`src/mfmd_pkg.sv`:
```
// ----------------------------------------------------------------------------
// mfmd_pkg
// Shared types and constants of the motor feedback multiturn decoder.
// ----------------------------------------------------------------------------
package mfmd_pkg;

    localparam int MOTOR_COUNT   = 4;
    localparam int IDX_W         = (MOTOR_COUNT > 1) ? $clog2(MOTOR_COUNT) : 1;
    localparam int ID_W          = 11;
    localparam int WORD_W        = 16;
    localparam int TEMP_W        = 8;
    localparam int TURN_W        = 32;
    localparam int ANGLE_SHIFT   = 13;
    localparam int TOTAL_W       = TURN_W + ANGLE_SHIFT + 1;
    localparam int MOTOR_INDEX_W = 2;
    localparam int DIFF_W        = WORD_W + 1;

    localparam logic signed [DIFF_W-1:0] HALF_TURN = DIFF_W'(4096);
    localparam logic [ID_W-1:0] FIRST_ID_RESET = ID_W'(513);

    localparam int QUEUE_DEPTH = 4;
    localparam int QPTR_W      = $clog2(QUEUE_DEPTH);

    localparam int IN_DATA_BITS  = ID_W + 3 * WORD_W + TEMP_W;
    localparam int IN_TDATA_W    = ((IN_DATA_BITS + 7) / 8) * 8;
    localparam int OUT_DATA_BITS = 3 * WORD_W + TEMP_W + TURN_W + TOTAL_W;
    localparam int OUT_TDATA_W   = ((OUT_DATA_BITS + 7) / 8) * 8;

    // One classified frame, as it waits between front and back
    typedef struct packed {
        logic [IDX_W-1:0]  idx;
        logic [WORD_W-1:0] angle;
        logic [WORD_W-1:0] speed;
        logic [WORD_W-1:0] current;
        logic [TEMP_W-1:0] temp;
    } t_frame;

    // One decoded result
    typedef struct packed {
        logic [MOTOR_INDEX_W-1:0] motor_index;
        logic [WORD_W-1:0]        angle;
        logic [WORD_W-1:0]        speed;
        logic [WORD_W-1:0]        current;
        logic [TEMP_W-1:0]        temp;
        logic signed [TURN_W-1:0] turns;
        logic signed [TOTAL_W-1:0] total;
    } t_result;

    // Mask or widen a motor slot number to the reported index width
    function automatic logic [MOTOR_INDEX_W-1:0] to_motor_index(input logic [IDX_W-1:0] idx);
        logic [MOTOR_INDEX_W+IDX_W-1:0] ext;
        ext = {{MOTOR_INDEX_W{1'b0}}, idx};
        return ext[MOTOR_INDEX_W-1:0];
    endfunction

endpackage

```
`src/motor_feedback_multiturn_decoder.sv`:
```
// ----------------------------------------------------------------------------
// motor_feedback_multiturn_decoder
// Decode motor feedback frames and track each motor's multiturn angle.
// ----------------------------------------------------------------------------
// Path: an accepted frame passes the queue, then the turn-count stage, then the
//   total-angle output register.
// Throughput: one frame per cycle unless stalled; the per-motor compare and add
//   run in a single back-end stage, and the 4-entry queue absorbs output stalls.
// Reset: synchronous, active low; clears angles and turn counts of every motor,
//   empties the queue and pipeline, and loads first_motor_id with 513.
// ----------------------------------------------------------------------------
module motor_feedback_multiturn_decoder import mfmd_pkg::*; (
    input  logic                   i_clk,
    input  logic                   i_rst_n,

    // Configuration: first_motor_id
    input  logic                   i_cfg_valid,
    output logic                   o_cfg_ready,
    input  logic [ID_W-1:0]        i_cfg_data,

    // Frame input
    input  logic                   s_axis_tvalid,
    output logic                   s_axis_tready,
    // tdata: frame_id[10:0], angle_word[26:11], speed_word[42:27],
    //        current_word[58:43], temperature_byte[66:59], zero pad above
    input  logic [IN_TDATA_W-1:0]  s_axis_tdata,
    // tuser: from_first_bus
    input  logic                   s_axis_tuser,

    // Result output
    output logic                   m_axis_tvalid,
    input  logic                   m_axis_tready,
    // tdata: rotor_angle[15:0], rotor_speed[31:16], coil_current[47:32],
    //        motor_temperature[55:48], turn_count[87:56], accum_angle[133:88],
    //        zero pad above
    output logic [OUT_TDATA_W-1:0] m_axis_tdata,
    // tuser: motor_index
    output logic [MOTOR_INDEX_W-1:0] m_axis_tuser
);

    logic [ID_W-1:0] r_first_id;

    logic    s_accept;
    logic    push;
    t_frame  push_frame;
    logic    q_full;
    logic    q_valid;
    t_frame  q_frame;
    logic    pop;
    t_result result;

    // Configuration register; writes must arrive only while idle, the block does not enforce this
    assign o_cfg_ready = 1'b1;

    always_ff @(posedge i_clk) begin
        if (!i_rst_n) begin
            r_first_id <= FIRST_ID_RESET;
        end else if (i_cfg_valid && o_cfg_ready) begin
            r_first_id <= i_cfg_data;
        end
    end

    // Hold the input only when the queue is full, frames that will be dropped included
    assign s_axis_tready = !q_full;
    assign s_accept      = s_axis_tvalid && s_axis_tready;

    mfmd_front u_front (
        .i_accept         (s_accept),
        .i_from_first_bus (s_axis_tuser),
        .i_frame_id       (s_axis_tdata[ID_W-1:0]),
        .i_angle          (s_axis_tdata[ID_W +: WORD_W]),
        .i_speed          (s_axis_tdata[ID_W+WORD_W +: WORD_W]),
        .i_current        (s_axis_tdata[ID_W+2*WORD_W +: WORD_W]),
        .i_temp           (s_axis_tdata[ID_W+3*WORD_W +: TEMP_W]),
        .i_first_id       (r_first_id),
        .o_push           (push),
        .o_frame          (push_frame)
    );

    mfmd_queue u_queue (
        .i_clk   (i_clk),
        .i_rst_n (i_rst_n),
        .i_push  (push),
        .i_frame (push_frame),
        .i_pop   (pop),
        .o_full  (q_full),
        .o_valid (q_valid),
        .o_frame (q_frame)
    );

    mfmd_back u_back (
        .i_clk    (i_clk),
        .i_rst_n  (i_rst_n),
        .i_valid  (q_valid),
        .i_frame  (q_frame),
        .o_pop    (pop),
        .o_valid  (m_axis_tvalid),
        .o_result (result),
        .i_ready  (m_axis_tready)
    );

    // Pack the result fields, lowest field first
    assign m_axis_tuser = result.motor_index;
    assign m_axis_tdata = OUT_TDATA_W'({result.total, result.turns, result.temp,
                                        result.current, result.speed, result.angle});

    // Low bits of the total angle always match the rotor angle
    a_total_low: assert property (@(posedge i_clk) disable iff (!i_rst_n)
        m_axis_tvalid |-> (result.total[ANGLE_SHIFT-1:0] == result.angle[ANGLE_SHIFT-1:0]))
        else $error("accum_angle low bits disagree with rotor_angle");

    // Only accepted motor-bus frames enter the queue
    a_push_src: assert property (@(posedge i_clk) disable iff (!i_rst_n)
        push |-> (s_axis_tvalid && s_axis_tready && s_axis_tuser))
        else $error("frame queued without an accepted motor-bus transaction");

    // Nothing is offered right after reset
    a_reset_idle: assert property (@(posedge i_clk)
        !i_rst_n |=> !m_axis_tvalid)
        else $error("result valid right after reset");

endmodule

```
`src/mfmd_front.sv`:
```
// ----------------------------------------------------------------------------
// mfmd_front
// Classify incoming frames: keep motor-bus frames inside the ID window.
// ----------------------------------------------------------------------------
module mfmd_front import mfmd_pkg::*; (
    input  logic              i_accept,
    input  logic              i_from_first_bus,
    input  logic [ID_W-1:0]   i_frame_id,
    input  logic [WORD_W-1:0] i_angle,
    input  logic [WORD_W-1:0] i_speed,
    input  logic [WORD_W-1:0] i_current,
    input  logic [TEMP_W-1:0] i_temp,
    input  logic [ID_W-1:0]   i_first_id,
    output logic              o_push,
    output t_frame            o_frame
);

    logic [ID_W:0]   id_ext;
    logic [ID_W:0]   lo_id;
    logic [ID_W:0]   hi_id;
    logic [ID_W-1:0] offset;
    logic            hit;

    // Window is not wrapped past the top identifier
    assign id_ext = {1'b0, i_frame_id};
    assign lo_id  = {1'b0, i_first_id};
    assign hi_id  = lo_id + (ID_W+1)'(MOTOR_COUNT - 1);
    assign hit    = i_from_first_bus && (id_ext >= lo_id) && (id_ext <= hi_id);
    assign offset = i_frame_id - i_first_id;

    assign o_push          = i_accept && hit;
    assign o_frame.idx     = offset[IDX_W-1:0];
    assign o_frame.angle   = i_angle;
    assign o_frame.speed   = i_speed;
    assign o_frame.current = i_current;
    assign o_frame.temp    = i_temp;

endmodule

```
`src/mfmd_queue.sv`:
```
// ----------------------------------------------------------------------------
// mfmd_queue
// Short frame queue between the classifier and the tracking back end.
// ----------------------------------------------------------------------------
module mfmd_queue import mfmd_pkg::*; (
    input  logic   i_clk,
    input  logic   i_rst_n,
    input  logic   i_push,
    input  t_frame i_frame,
    input  logic   i_pop,
    output logic   o_full,
    output logic   o_valid,
    output t_frame o_frame
);

    t_frame            r_mem [QUEUE_DEPTH];
    logic [QPTR_W-1:0] r_wr_ptr;
    logic [QPTR_W-1:0] r_rd_ptr;
    logic [QPTR_W:0]   r_count;
    logic              do_push;
    logic              do_pop;

    assign o_full  = (r_count == (QPTR_W+1)'(QUEUE_DEPTH));
    assign o_valid = (r_count != '0);
    assign o_frame = r_mem[r_rd_ptr];
    assign do_push = i_push && !o_full;
    assign do_pop  = i_pop && o_valid;

    always_ff @(posedge i_clk) begin
        if (do_push) begin
            r_mem[r_wr_ptr] <= i_frame;
        end
    end

    always_ff @(posedge i_clk) begin
        if (!i_rst_n) begin
            r_wr_ptr <= '0;
            r_rd_ptr <= '0;
            r_count  <= '0;
        end else begin
            if (do_push) begin
                r_wr_ptr <= r_wr_ptr + 1'b1;
            end
            if (do_pop) begin
                r_rd_ptr <= r_rd_ptr + 1'b1;
            end
            case ({do_push, do_pop})
                2'b10:   r_count <= r_count + 1'b1;
                2'b01:   r_count <= r_count - 1'b1;
                default: r_count <= r_count;
            endcase
        end
    end

endmodule

```
`src/mfmd_back.sv`:
```
// ----------------------------------------------------------------------------
// mfmd_back
// Per-motor angle tracking, turn counting and result register.
// ----------------------------------------------------------------------------
module mfmd_back import mfmd_pkg::*; (
    input  logic    i_clk,
    input  logic    i_rst_n,
    input  logic    i_valid,
    input  t_frame  i_frame,
    output logic    o_pop,
    output logic    o_valid,
    output t_result o_result,
    input  logic    i_ready
);

    logic [WORD_W-1:0]        r_angle [MOTOR_COUNT];
    logic signed [TURN_W-1:0] r_turns [MOTOR_COUNT];

    logic                     r_s1_valid;
    t_frame                   r_s1_frame;
    logic signed [TURN_W-1:0] r_s1_turns;

    logic                     r_o_valid;
    t_result                  r_result;

    logic                     out_ready;
    logic                     s1_ready;
    logic signed [DIFF_W-1:0] diff;
    logic signed [TURN_W-1:0] n_turns;
    logic [TOTAL_W-1:0]       n_total;

    assign out_ready = !r_o_valid || i_ready;
    assign s1_ready  = !r_s1_valid || out_ready;
    assign o_pop     = i_valid && s1_ready;

    // Signed jump between new and stored angle over full 16-bit words
    assign diff = $signed({1'b0, i_frame.angle}) - $signed({1'b0, r_angle[i_frame.idx]});

    always_comb begin
        n_turns = r_turns[i_frame.idx];
        if (diff > HALF_TURN) begin
            n_turns = r_turns[i_frame.idx] - TURN_W'(1);
        end else if (diff < -HALF_TURN) begin
            n_turns = r_turns[i_frame.idx] + TURN_W'(1);
        end
    end

    // turns * 8192 + angle, exact at full width
    assign n_total = {r_s1_turns[TURN_W-1], r_s1_turns, {ANGLE_SHIFT{1'b0}}}
                   + TOTAL_W'(r_s1_frame.angle);

    always_ff @(posedge i_clk) begin
        if (!i_rst_n) begin
            for (int k = 0; k < MOTOR_COUNT; k++) begin
                r_angle[k] <= '0;
                r_turns[k] <= '0;
            end
            r_s1_valid <= 1'b0;
            r_o_valid  <= 1'b0;
        end else begin
            if (o_pop) begin
                r_angle[i_frame.idx] <= i_frame.angle;
                r_turns[i_frame.idx] <= n_turns;
            end
            if (s1_ready) begin
                r_s1_valid <= o_pop;
            end
            if (out_ready) begin
                r_o_valid <= r_s1_valid;
            end
        end
    end

    always_ff @(posedge i_clk) begin
        if (o_pop) begin
            r_s1_frame <= i_frame;
            r_s1_turns <= n_turns;
        end
        if (out_ready && r_s1_valid) begin
            r_result.motor_index <= to_motor_index(r_s1_frame.idx);
            r_result.angle       <= r_s1_frame.angle;
            r_result.speed       <= r_s1_frame.speed;
            r_result.current     <= r_s1_frame.current;
            r_result.temp        <= r_s1_frame.temp;
            r_result.turns       <= r_s1_turns;
            r_result.total       <= $signed(n_total);
        end
    end

    assign o_valid  = r_o_valid;
    assign o_result = r_result;

endmodule

```
`config.mk`:
```
export PLATFORM = sky130hd
export DESIGN_NAME = motor_feedback_multiturn_decoder
export DESIGN_NICKNAME = d
export VERILOG_FILES = /design/src/mfmd_pkg.sv /design/src/motor_feedback_multiturn_decoder.sv /design/src/mfmd_front.sv /design/src/mfmd_queue.sv /design/src/mfmd_back.sv
export SDC_FILE = /design/constraint.sdc
export NUM_CORES = 1
export LEC_CHECK = 0
export ABC_AREA = 1
export BUFFER_PORTS_ARGS = -buffer_cell sky130_fd_sc_hd__buf_4
export CAP_MARGIN = 5
export CORE_MARGIN = 2
export CORE_UTILIZATION = 50
export DETAILED_ROUTE_END_ITERATION = 8
export PLACE_DENSITY = 0.65
export SYNTH_ARGS = -nofsm -noshare
export SYNTH_HDL_FRONTEND = slang
export SYNTH_SLANG_ARGS = --single-unit
```
`constraint.sdc`:
```
create_clock -name i_clk -period 25.6 [get_ports i_clk]
set_clock_uncertainty 0.2 [all_clocks]
set_input_delay 5.12 -clock i_clk [delete_from_list [all_inputs] [get_ports i_clk]]
set_output_delay 5.12 -clock i_clk [all_outputs]
set_load 0.02 [all_outputs]
```
==> impl_metrics.py, run 1 <==
metrics = {
    "floorplanning": {
        "die_w_um": 247.1,
        "coreArea_mm2": 0.05869,
        "die_h_um": 247.1,
        "io_pins": 230,
        "fp-row-count": 89,
        "start_util_pct": 50.34,
        "dieArea_mm2": 0.06104,
    },
    "power": {
        "p_int_mw": 2.803,
        "power.leakage_nw": 13.43,
        "power_mw": 4.953,
        "clkPwrFrac_pct": 20.3,
        "switchingPower_mw": 2.150,
        "seq_power_share_pct": 34.3,
        "power_density_mw_per_mm2": 145.2,
        "ir_worst_vdd_mv": 0.07521,
        "p_sw_share_pct": 43.41,
        "comb_power_share_pct": 45.4,
    },
    "synthesis": {
        "yosysTopAreaCellShare_pct": 64.75,
        "netlist_area_mm2": 0.02954,
        "synth_common_cells": "637 x edfxtp_1, 528 x nand2_1, 402 x nor2_1",
        "synth_seq_area_share_pct": 66.24,
        "yosysMostFrequentCell": "edfxtp_1",
        "syn_inst": 2721,
        "async_reset_ff_share_pct": 0,
        "ys_ff_latch": 659,
        "synthTopCellsByArea": "edfxtp_1 65%, nand2_1 6.7%, nor2_1 5.1%, nand3_1 2.9%, inv_1 2.9%",
        "synth_cell_types": 50,
        "synth_ff_type": "edfxtp_1",
        "syn_area_per_cell_um2": 10.86,
        "synth.largest_area_cell": "edfxtp_1",
        "yosys_warnings": 0,
        "synth_edf_count": 637,
    },
    "sta": {
        "min_period_ns": 8.355,
        "setup_viol": 0,
        "finalHoldViolations": 0,
        "setup_ws_ns": 17.25,
        "rsz0062_at_grt": "no",
        "setup_tns_ns": 0,
        "worst_slew_pin_slew_ns": 0.9749,
        "timing.fmax_mhz": 119.7,
        "slew_headroom_pct": 35.01,
        "period_share_pct": 32.64,
        "slew_violations": 0,
    },
    "routing": {
        "routedWlPerCell_um": 18.67,
        "drtIter0Drc": 1488,
        "vias_per_cell": 5.399,
        "routed_wl_um": 69880,
        "drtPass1Iterations": 6,
        "drc": 0,
        "ant_nets": 0,
        "dr_total_vias": 20210,
    },
    "place": {
        "numPortBuffers": 221,
        "pre_cts_ws_ns": 16.62,
        "dp.cells": 3617,
        "hpwl_um": 42890,
        "routabilityCongestion": 0.8892,
    },
    "clock_network": {
        "clockRootBuffer": "clkbuf_16",
        "cts.sinks": 659,
        "clkSlewWorstSetupHoldPaths_ns": 0.06,
        "clock_path_buffers": 3,
        "cts_tree": "built",
        "clk_latency_ns": 0.62,
        "post_cts_resized": 0,
        "cts_made_buffers": 70,
        "cts_hold_buf": 0,
        "cts_setup_buffers": 0,
        "htree_levels": 3,
    },
    "layout": {
        "nets": 3057,
        "drive_gt1_share_pct": 14.21,
        "final_util_pct": 58.14,
        "area_growth_syn_to_layout_pct": 15.49,
        "stdcell_count": 3743,
        "n_antenna_cell": 0,
        "n_fill_cell": 4824,
    },
    "min_path": {
        "hp-class": "reg -> reg",
        "worstHoldStart": "u_back.r_s1_frame[4]",
    },
    "setup_path": {
        "critical_path_arrival_ns": 8.28,
        "start_kind": "primary input",
        "criticalPathCategory": "in -> reg",
        "cp_max_fo": 49,
        "worstSetupEndpointType": "flop",
        "critPathRequiredTime_ns": 25.52,
        "cp-startpoint": "m_axis_tready",
    },
    "global_routing": {
        "grt.overflow.total": 0,
        "antenna_found_initial": 0,
        "grt_pass1_wl_um": 109600,
        "grt_use_total_pct": 23.31,
        "first_global_vias": 20150,
        "grt_start_max_net_pins": 87,
    },
    "run": {
        "maxCapViolCount": 0,
    },
    "outcome": {
        "status": "finished clean",
    },
}
[layout make-up]
type | instances | area (um^2) | share of cell area, %
tap | 773 | 967.2 | 2.835
sequential | 659 | 19570 | 57.37
inverter | 237 | 894.6 | 2.622
clock inverter | 38 | 476.7 | 1.397
timing repair buffer | 246 | 1847 | 5.413
clock buffer | 88 | 1841 | 5.394
multi-input combinational | 1702 | 8519 | 24.97
[sequential cells by signal, indices dropped and copies added (netlist names), named ones only]
register / cells
r_first_id: 11
u_back.o_result: 123
u_queue.r_wr_ptr: 2
u_queue.r_rd_ptr: 2
u_back.r_s1_valid: 1
u_back.r_angle: 64
u_back.r_turns: 128
u_queue.r_mem: 232
u_queue.r_count: 3
u_back.r_s1_frame: 58
u_back.o_valid: 1
u_back.r_s1_turns: 32
[critical path: stages]
cell and delay (ns):
buf_4 0.10, inv_1 0.12, nand3_1 0.12, nand2_1 0.27, nor2_1 0.07, buf_4 0.24
inv_2 0.67, nor2_1 0.12, nand2_1 0.09, buf_4 0.61, nand2_4 0.70
[worst paths after layout]
check / endpoint / depth (start not counted) / slack, ns
setup / recovery: u_back.r_angle[2][13] / 11 / 17.25
hold / removal: u_back.o_result[82] / 0 / 0.22
setup reg to reg: u_back.r_turns[0][27] / 26 / 18.90
hold reg to reg: u_back.o_result[82] / 0 / 0.22
[metal layers]
layer  vias to the layer above  wire length (um)  GRT usage [%]
li1                       9709                 -              -
met1                      9740             29490          30.69
met2                       652             34390          39.88
met3                       108              4269          3.386
met4                         0              1737          7.424
met5                         -                 0              0
[logic make-up after synthesis]
| kind of cell | share of synthesized area (%) |
|---|---|
| AND/OR/NAND/NOR | 18.18 |
| buffers and inverters | 5.252 |
| other | 0.02542 |
| flip-flops | 66.24 |
| AO/OA/AOI/OAI | 6.366 |
| adder cells (fa/ha/maj) | 2.279 |
| XOR/XNOR | 1.660 |
[layout by cell type (no fill, tap or decap), drive strengths merged, types with 2 or more instances in the layout]
cell type / Yosys / routed
o32a: 2 / 2
and3: 2 / 2
a32oi: 2 / 2
buf: 56 / 246
nand3: 177 / 177
ha: 49 / 49
o22a: 13 / 13
nor4: 6 / 6
nand3b: 38 / 38
nand2: 562 / 562
nor2: 419 / 419
clkbuf: 68 / 88
nor3: 16 / 16
o21ai: 175 / 175
xor2: 42 / 42
edfxtp: 637 / 637
bufinv: 0 / 7
clkinv: 1 / 26
and2: 4 / 4
a21oi: 88 / 88
conb: 2 / 3
clkinvlp: 0 / 2
fa: 3 / 3
nand4: 22 / 22
dfxtp: 22 / 22
inv: 236 / 240
o22ai: 56 / 56
xnor2: 14 / 14
[stage by stage]
| stage | area [um^2] | hold slack [ns] |
|---|---|---|
| after global routing | 34120 | 0.2152 |
| after detailed placement | 31800 | 0.2045 |
| after global placement | 31800 | 0.2023 |
| after CTS | 34120 | 0.2172 |
| after floorplan | 29550 | 0.2003 |
| final | 34120 | 0.2172 |
[power by group through the flow]
| stage | Clock [mW] | Combinational, mW | Sequential (mW) |
|---|---|---|---|
| after detailed placement | 0 | 2.23 | 1.72 |
| after global routing | 1.07 | 2.53 | 1.72 |
| after global placement | 0 | 2.19 | 1.71 |
| after floorplan | 0 | 1.50 | 1.78 |
| after CTS | 1.02 | 2.24 | 1.70 |
| final | 1.01 | 2.25 | 1.70 |
Power figures use the tool's default switching activity.
==> run 2, diff against run 1 <==
- ABC_AREA: 1 -> 0
- clock period: 25.6 -> 7.74 ns (I/O delays scaled with it)
==> run 2 against run 1 <==
  * Clock power rose to 3.2 times the previous value
  * Critical path depth rose by 3
  * Clock-buffer cell count did not move
  * Die area fell by 3.9%
  * Synthesized cell count fell by 33%
  * Register-to-register slack got worse by 18 ns
  * Critical endpoint is now u_back.r_s1_turns[5]
  * First-iteration DRC count fell by 31%
  * Area after synthesis fell by 3.9%
  * Combinational power rose by 120%
  * Final cell count fell by 23%
  * Flip-flop and latch count did not move
==> impl_metrics.py, run 2 <==
metrics = {
    "outcome": {
        "status": "finished clean",
    },
    "min_path": {
        "hp-class": "reg -> reg",
    },
    "floorplanning": {
        "die_h_um": 242.2,
        "die_w_um": 242.2,
        "io_pins": 230,
        "fp-row-count": 87,
        "coreArea_mm2": 0.05628,
        "start_util_pct": 50.43,
        "dieArea_mm2": 0.05868,
    },
    "routing": {
        "routed_wl_um": 59730,
        "dr_total_vias": 16080,
        "drc": 0,
        "ant_nets": 0,
        "drtPass1Iterations": 7,
        "drtIter0Drc": 1020,
        "routedWlPerCell_um": 20.81,
        "vias_per_cell": 5.602,
    },
    "setup_path": {
        "worst-path-buf-inv": 1,
        "start_kind": "flop",
        "critPathRequiredTime_ns": 7.87,
        "criticalPathCategory": "reg -> reg",
        "max_stage_delay_ns": 0.97,
        "cp_max_fo": 29,
        "critical_path_arrival_ns": 6.71,
        "worstSetupEndpointType": "flop",
        "crit_family": "compound AO/OA/AOI/OAI gates",
        "worstPathCellList": "mux4_4 -> mux4_2 -> ha_1 -> inv_1 -> fa_1 -> a211oi_1 -> o21ai_0 -> nor4b_1 -> a211oi_1 -> a41oi_1 -> nand2_1 -> nor3_1 -> a41oi_1 -> xnor2_1",
        "slowest_stage": "mux4_4",
    },
    "clock_network": {
        "clockRootBuffer": "clkbuf_16",
        "clkSlewWorstSetupHoldPaths_ns": 0.06,
        "cts_hold_buf": 0,
        "cts_made_buffers": 70,
        "htree_levels": 3,
        "cts_tree": "built",
        "clk_latency_ns": 0.63,
        "cts_setup_buffers": 0,
        "cts.sinks": 659,
        "post_cts_resized": 0,
        "clock_path_buffers": 3,
    },
    "sta": {
        "setup_tns_ns": 0,
        "slew_headroom_pct": 29.64,
        "min_period_ns": 6.580,
        "setup_viol": 0,
        "period_share_pct": 85.02,
        "worst_slew_pin_slew_ns": 1.054,
        "timing.fmax_mhz": 152.0,
        "slew_violations": 0,
        "finalHoldViolations": 0,
        "rsz0062_at_grt": "no",
    },
    "layout": {
        "final_common_cell": "edfxtp_1",
        "area_growth_syn_to_layout_pct": 16.46,
        "top_register": "u_queue.r_mem",
        "final_cell_mix": "637 x edfxtp_1, 245 x buf_4, 107 x mux2i_1",
        "largest_register_ffs": 232,
        "final_util_pct": 58.73,
        "drive_gt1_share_pct": 22.10,
        "n_fill_cell": 4394,
        "nets": 2201,
        "fin_area_mm2": 0.03305,
    },
    "global_routing": {
        "first_global_vias": 16930,
        "grt_pass1_wl_um": 94230,
        "grt_start_max_net_pins": 111,
        "grt.overflow.total": 0,
        "grt_use_total_pct": 20.66,
        "antenna_found_initial": 3,
    },
    "run": {
        "maxCapViolCount": 0,
    },
    "synthesis": {
        "synth_cell_types": 77,
        "ys_ff_latch": 659,
        "synth_top_family_by_area": "multiplexers",
        "synthSimpleGateAreaFrac_pct": 10.16,
        "syn_inst": 1830,
        "netlist_area_mm2": 0.02838,
        "synth_ff_type": "edfxtp_1",
        "synth_mux_area_share_pct": 10.18,
        "syn_area_per_cell_um2": 15.51,
        "synth_seq_area_share_pct": 68.95,
        "synth_common_cells": "637 x edfxtp_1, 107 x mux2i_1, 96 x nor3_1",
        "synthTopCellsByArea": "edfxtp_1 67%, mux4_2 5.9%, mux2i_1 3.8%, ha_1 2.2%, nor3_1 1.7%",
        "async_reset_ff_share_pct": 0,
        "synth_compound_area_share_pct": 4.277,
        "synth.largest_area_cell": "edfxtp_1",
        "yosysTopAreaCellShare_pct": 67.40,
        "yosysMostFrequentCell": "edfxtp_1",
        "yosys_warnings": 0,
        "synth_edf_count": 637,
        "synthAdderAreaFrac_pct": 2.372,
        "synth-xor-area-share_pct": 1.605,
    },
    "power": {
        "ir_worst_vdd_mv": 0.2577,
        "power_density_mw_per_mm2": 407.6,
        "power.leakage_nw": 11.78,
    },
    "place": {
        "numPortBuffers": 221,
        "routabilityCongestion": 0.8878,
        "post_dp_cell_area_mm2": 0.03080,
        "hpwl_um": 37430,
    },
}
-- run 2: metal layers --
metal	vias to the layer above	wire [um]	track usage (%)
li1	7515	-	-
met1	8028	25180	26.54
met2	448	29340	34.73
met3	89	3979	5.162
met4	2	1221	6.445
met5	-	12	0
-- run 2: logic make-up after synthesis --
logic type / after synthesis
AOI/OAI and AO/OA: 190
xor gates and xnor gates: 52
adders and majority gates: 52
buffers and inverters: 149
DFF: 659
muxes: 194
other: 2
and+or+nand+nor: 532
-- run 2: final cells by class --
class	instances	area, um^2	area share [%]
timing repair buffer	246	1859	5.626
multi-input combinational	1023	8190	24.78
tap	756	945.9	2.862
clock inverter	37	430.4	1.302
inverter	60	226.5	0.6852
antenna	2	5.005	0.01514
sequential	659	19570	59.22
clock buffer	88	1819	5.504
-- run 2: per-stage QoR --
stage	hold slack [ns]	power (mW)	worst slack, ns	instances
2_1_floorplan	0.2003	8.772	1.062	1831
3_3_place_gp	0.2015	10.19	1.175	2744
3_5_place_dp	0.2045	10.29	1.120	2744
4_1_cts	0.1928	13.58	1.087	2869
5_1_grt	0.1996	14.21	0.6088	2869
6_report	0.2100	13.47	1.160	2871
-- run 2: final timing paths --
check	startpoint	to	slack (ns)	cells past startpoint
worst min-delay path	u_back.r_s1_frame[20]	u_back.o_result[98]	0.21	0
worst max register to register	flop	u_back.r_s1_turns[5]	1.16	14
worst min register to register	u_back.r_s1_frame[20]	u_back.o_result[98]	0.21	0
worst max-delay path	flop	u_back.r_s1_turns[5]	1.16	14
-- run 2: worst register-to-register path: stages, from the launching register on --
cell and delay, ns:
dfxtp_4 0.72, mux4_4 0.97, mux4_2 0.45, ha_1 0.15, inv_1 0.05, fa_1 0.39, a211oi_1 0.46, o21ai_0 0.29
nor4b_1 0.21, a211oi_1 0.54, a41oi_1 0.50, nand2_1 0.36, nor3_1 0.08, a41oi_1 0.66, xnor2_1 0.24
-- run 2: report_power, final --
part / switching, mW / total [mW] / internal [mW] / leakage, nW
clock: 1.39 / 3.26 / 1.86 / 1.08
combinational: 3.10 / 4.86 / 1.75 / 4.41
sequential: 0.329 / 5.36 / 5.03 / 6.29
total: 4.83 / 13.5 / 8.65 / 11.8
==> run 3, diff against run 2 <==
- CELL_PAD_IN_SITES_DETAIL_PLACEMENT: unset -> 0
- CELL_PAD_IN_SITES_GLOBAL_PLACEMENT: unset -> 1
- PLACE_DENSITY: 0.65 -> 0.76
==> run 3 against run 2 <==
  * Flip-flop and latch count unchanged
  * Combinational power grew 3%
  * Total power rose by 0.47%
  * Wire length rose by 1.9%
  * Register-to-register slack improved by 0.25 ns
  * Critical path type unchanged
  * Via count is 0.52% higher
==> impl_metrics.py, run 3 (synthesized netlist as in run 2, its figures left out) <==
metrics = {
    "floorplanning": {
        "die_w_um": 242.2,
        "coreArea_mm2": 0.05628,
        "io_pins": 230,
        "dieArea_mm2": 0.05868,
        "start_util_pct": 50.43,
        "fp-row-count": 87,
        "die_h_um": 242.2,
    },
    "routing": {
        "ant_nets": 0,
        "drc": 0,
        "routedWlPerCell_um": 21.17,
        "drtPass1Iterations": 5,
        "drtIter0Drc": 1104,
        "routed_wl_um": 60870,
        "dr_total_vias": 16170,
        "vias_per_cell": 5.621,
    },
    "setup_path": {
        "start_kind": "flop",
        "worstPathCellList": "buf_4 -> mux2_4 -> o21ai_4 -> clkinv_2 -> buf_4 -> mux4_2 -> inv_1 -> ha_1 -> a211oi_1 -> o211ai_1 -> nand3b_1 -> nand4_1 -> nor4b_1 -> a21o_1 -> buf_4 -> nand2_1 -> a41oi_1 -> xnor2_1",
        "cp_max_fo": 22,
        "slowest_stage": "nor4b_1",
        "max_stage_delay_ns": 0.77,
        "critPathRequiredTime_ns": 7.86,
        "worstSetupEndpointType": "flop",
        "critical_path_arrival_ns": 6.45,
        "criticalPathCategory": "reg -> reg",
        "crit_top_cell": "buf_4",
        "crit_family": "compound AO/OA/AOI/OAI gates",
        "worst-path-buf-inv": 5,
    },
    "clock_network": {
        "cts_tree": "built",
        "clk_latency_ns": 0.62,
        "cts_hold_buf": 0,
        "clock_path_buffers": 3,
        "cts_made_buffers": 71,
        "cts_setup_buffers": 0,
        "cts.sinks": 659,
        "htree_levels": 3,
        "clkSlewWorstSetupHoldPaths_ns": 0.06,
        "post_cts_resized": 0,
        "clockRootBuffer": "clkbuf_16",
    },
    "sta": {
        "min_period_ns": 6.332,
        "setup_viol": 0,
        "period_share_pct": 81.81,
        "rsz0062_at_grt": "no",
        "setup_tns_ns": 0,
        "slew_violations": 0,
        "timing.fmax_mhz": 157.9,
        "slew_headroom_pct": 32.71,
        "holdWs_ns": 0.2064,
        "finalHoldViolations": 0,
        "worst_slew_pin_slew_ns": 1.006,
    },
    "global_routing": {
        "antenna_found_initial": 2,
        "grt.overflow.total": 0,
        "grt_start_max_net_pins": 64,
        "first_global_vias": 16770,
        "grt_use_total_pct": 21.00,
        "grt_pass1_wl_um": 95360,
    },
    "layout": {
        "seq_area_mm2": 0.01957,
        "largest_register_ffs": 232,
        "nets": 2209,
        "n_fill_cell": 4350,
        "multiInputGateArea_mm2": 0.008190,
        "final_cell_mix": "637 x edfxtp_1, 253 x buf_4, 107 x mux2i_1",
        "top_register": "u_queue.r_mem",
        "drive_gt1_share_pct": 22.36,
        "area_growth_syn_to_layout_pct": 16.56,
        "n_antenna_cell": 0,
        "fin_area_mm2": 0.03308,
        "final_common_cell": "edfxtp_1",
    },
    "run": {
        "maxCapViolCount": 0,
    },
    "place": {
        "hpwl_um": 38100,
        "post_dp_cell_area_mm2": 0.03084,
        "numPortBuffers": 221,
        "routabilityCongestion": 0.8552,
    },
    "power": {
        "power_mw": 13.54,
        "power.leakage_nw": 11.80,
        "power_density_mw_per_mm2": 409.2,
        "ir_worst_vdd_mv": 0.2676,
    },
    "min_path": {
        "hp-class": "reg -> reg",
    },
    "outcome": {
        "status": "finished clean",
    },
}
==> run 3: cell types whose count changed in the layout (fill, tap and decap cells not counted), moves of 2 or more <==
cell and delta:
buf_4 +8, clkbuf_1 -8, clkinv_1 +8, diode_2 -2, inv_6 +2
==> run 3: worst paths after layout <==
check                             from                   end  slack (ns)  cells after the start
setup reg to reg                  flop  u_back.r_s1_turns[5]        1.41                     18
hold reg to reg   u_back.r_s1_frame[4]   u_back.o_result[82]        0.21                      0
setup / recovery                  flop  u_back.r_s1_turns[5]        1.41                     18
hold / removal    u_back.r_s1_frame[4]   u_back.o_result[82]        0.21                      0
==> run 3: through the flow <==
stage | setup slack, ns | util (%) | instances
2_1_floorplan | 1.062 | - | 1831
3_3_place_gp | 1.485 | 54.79 | 2751
3_5_place_dp | 1.462 | 54.79 | 2751
4_1_cts | 1.441 | 58.78 | 2876
5_1_grt | 0.9005 | 58.78 | 2876
6_report | 1.408 | 58.78 | 2876
==> run 3: layer usage <==
layer	share of wire, %	up-vias	GRT usage [%]	wire length [um]
met2	50	379	35.83	30550
li1	-	7548	-	-
met5	0.053	-	0	32
met4	2.0	4	6.300	1199
met3	5.8	84	4.442	3532
met1	42	8151	27.17	25560
==> run 3: power by group <==
group          internal (mW)  switching, mW
clock network           1.84           1.39
registers               5.03          0.288
logic                   1.80           3.19
==> run 3: area by class of cell <==
cell class,instances,share of cell area (%)
multi-input combinational,1023,24.76
sequential,659,59.17
clock buffer,81,5.485
inverter,60,0.6846
timing repair buffer,253,5.742
tap,756,2.860
clock inverter,44,1.294
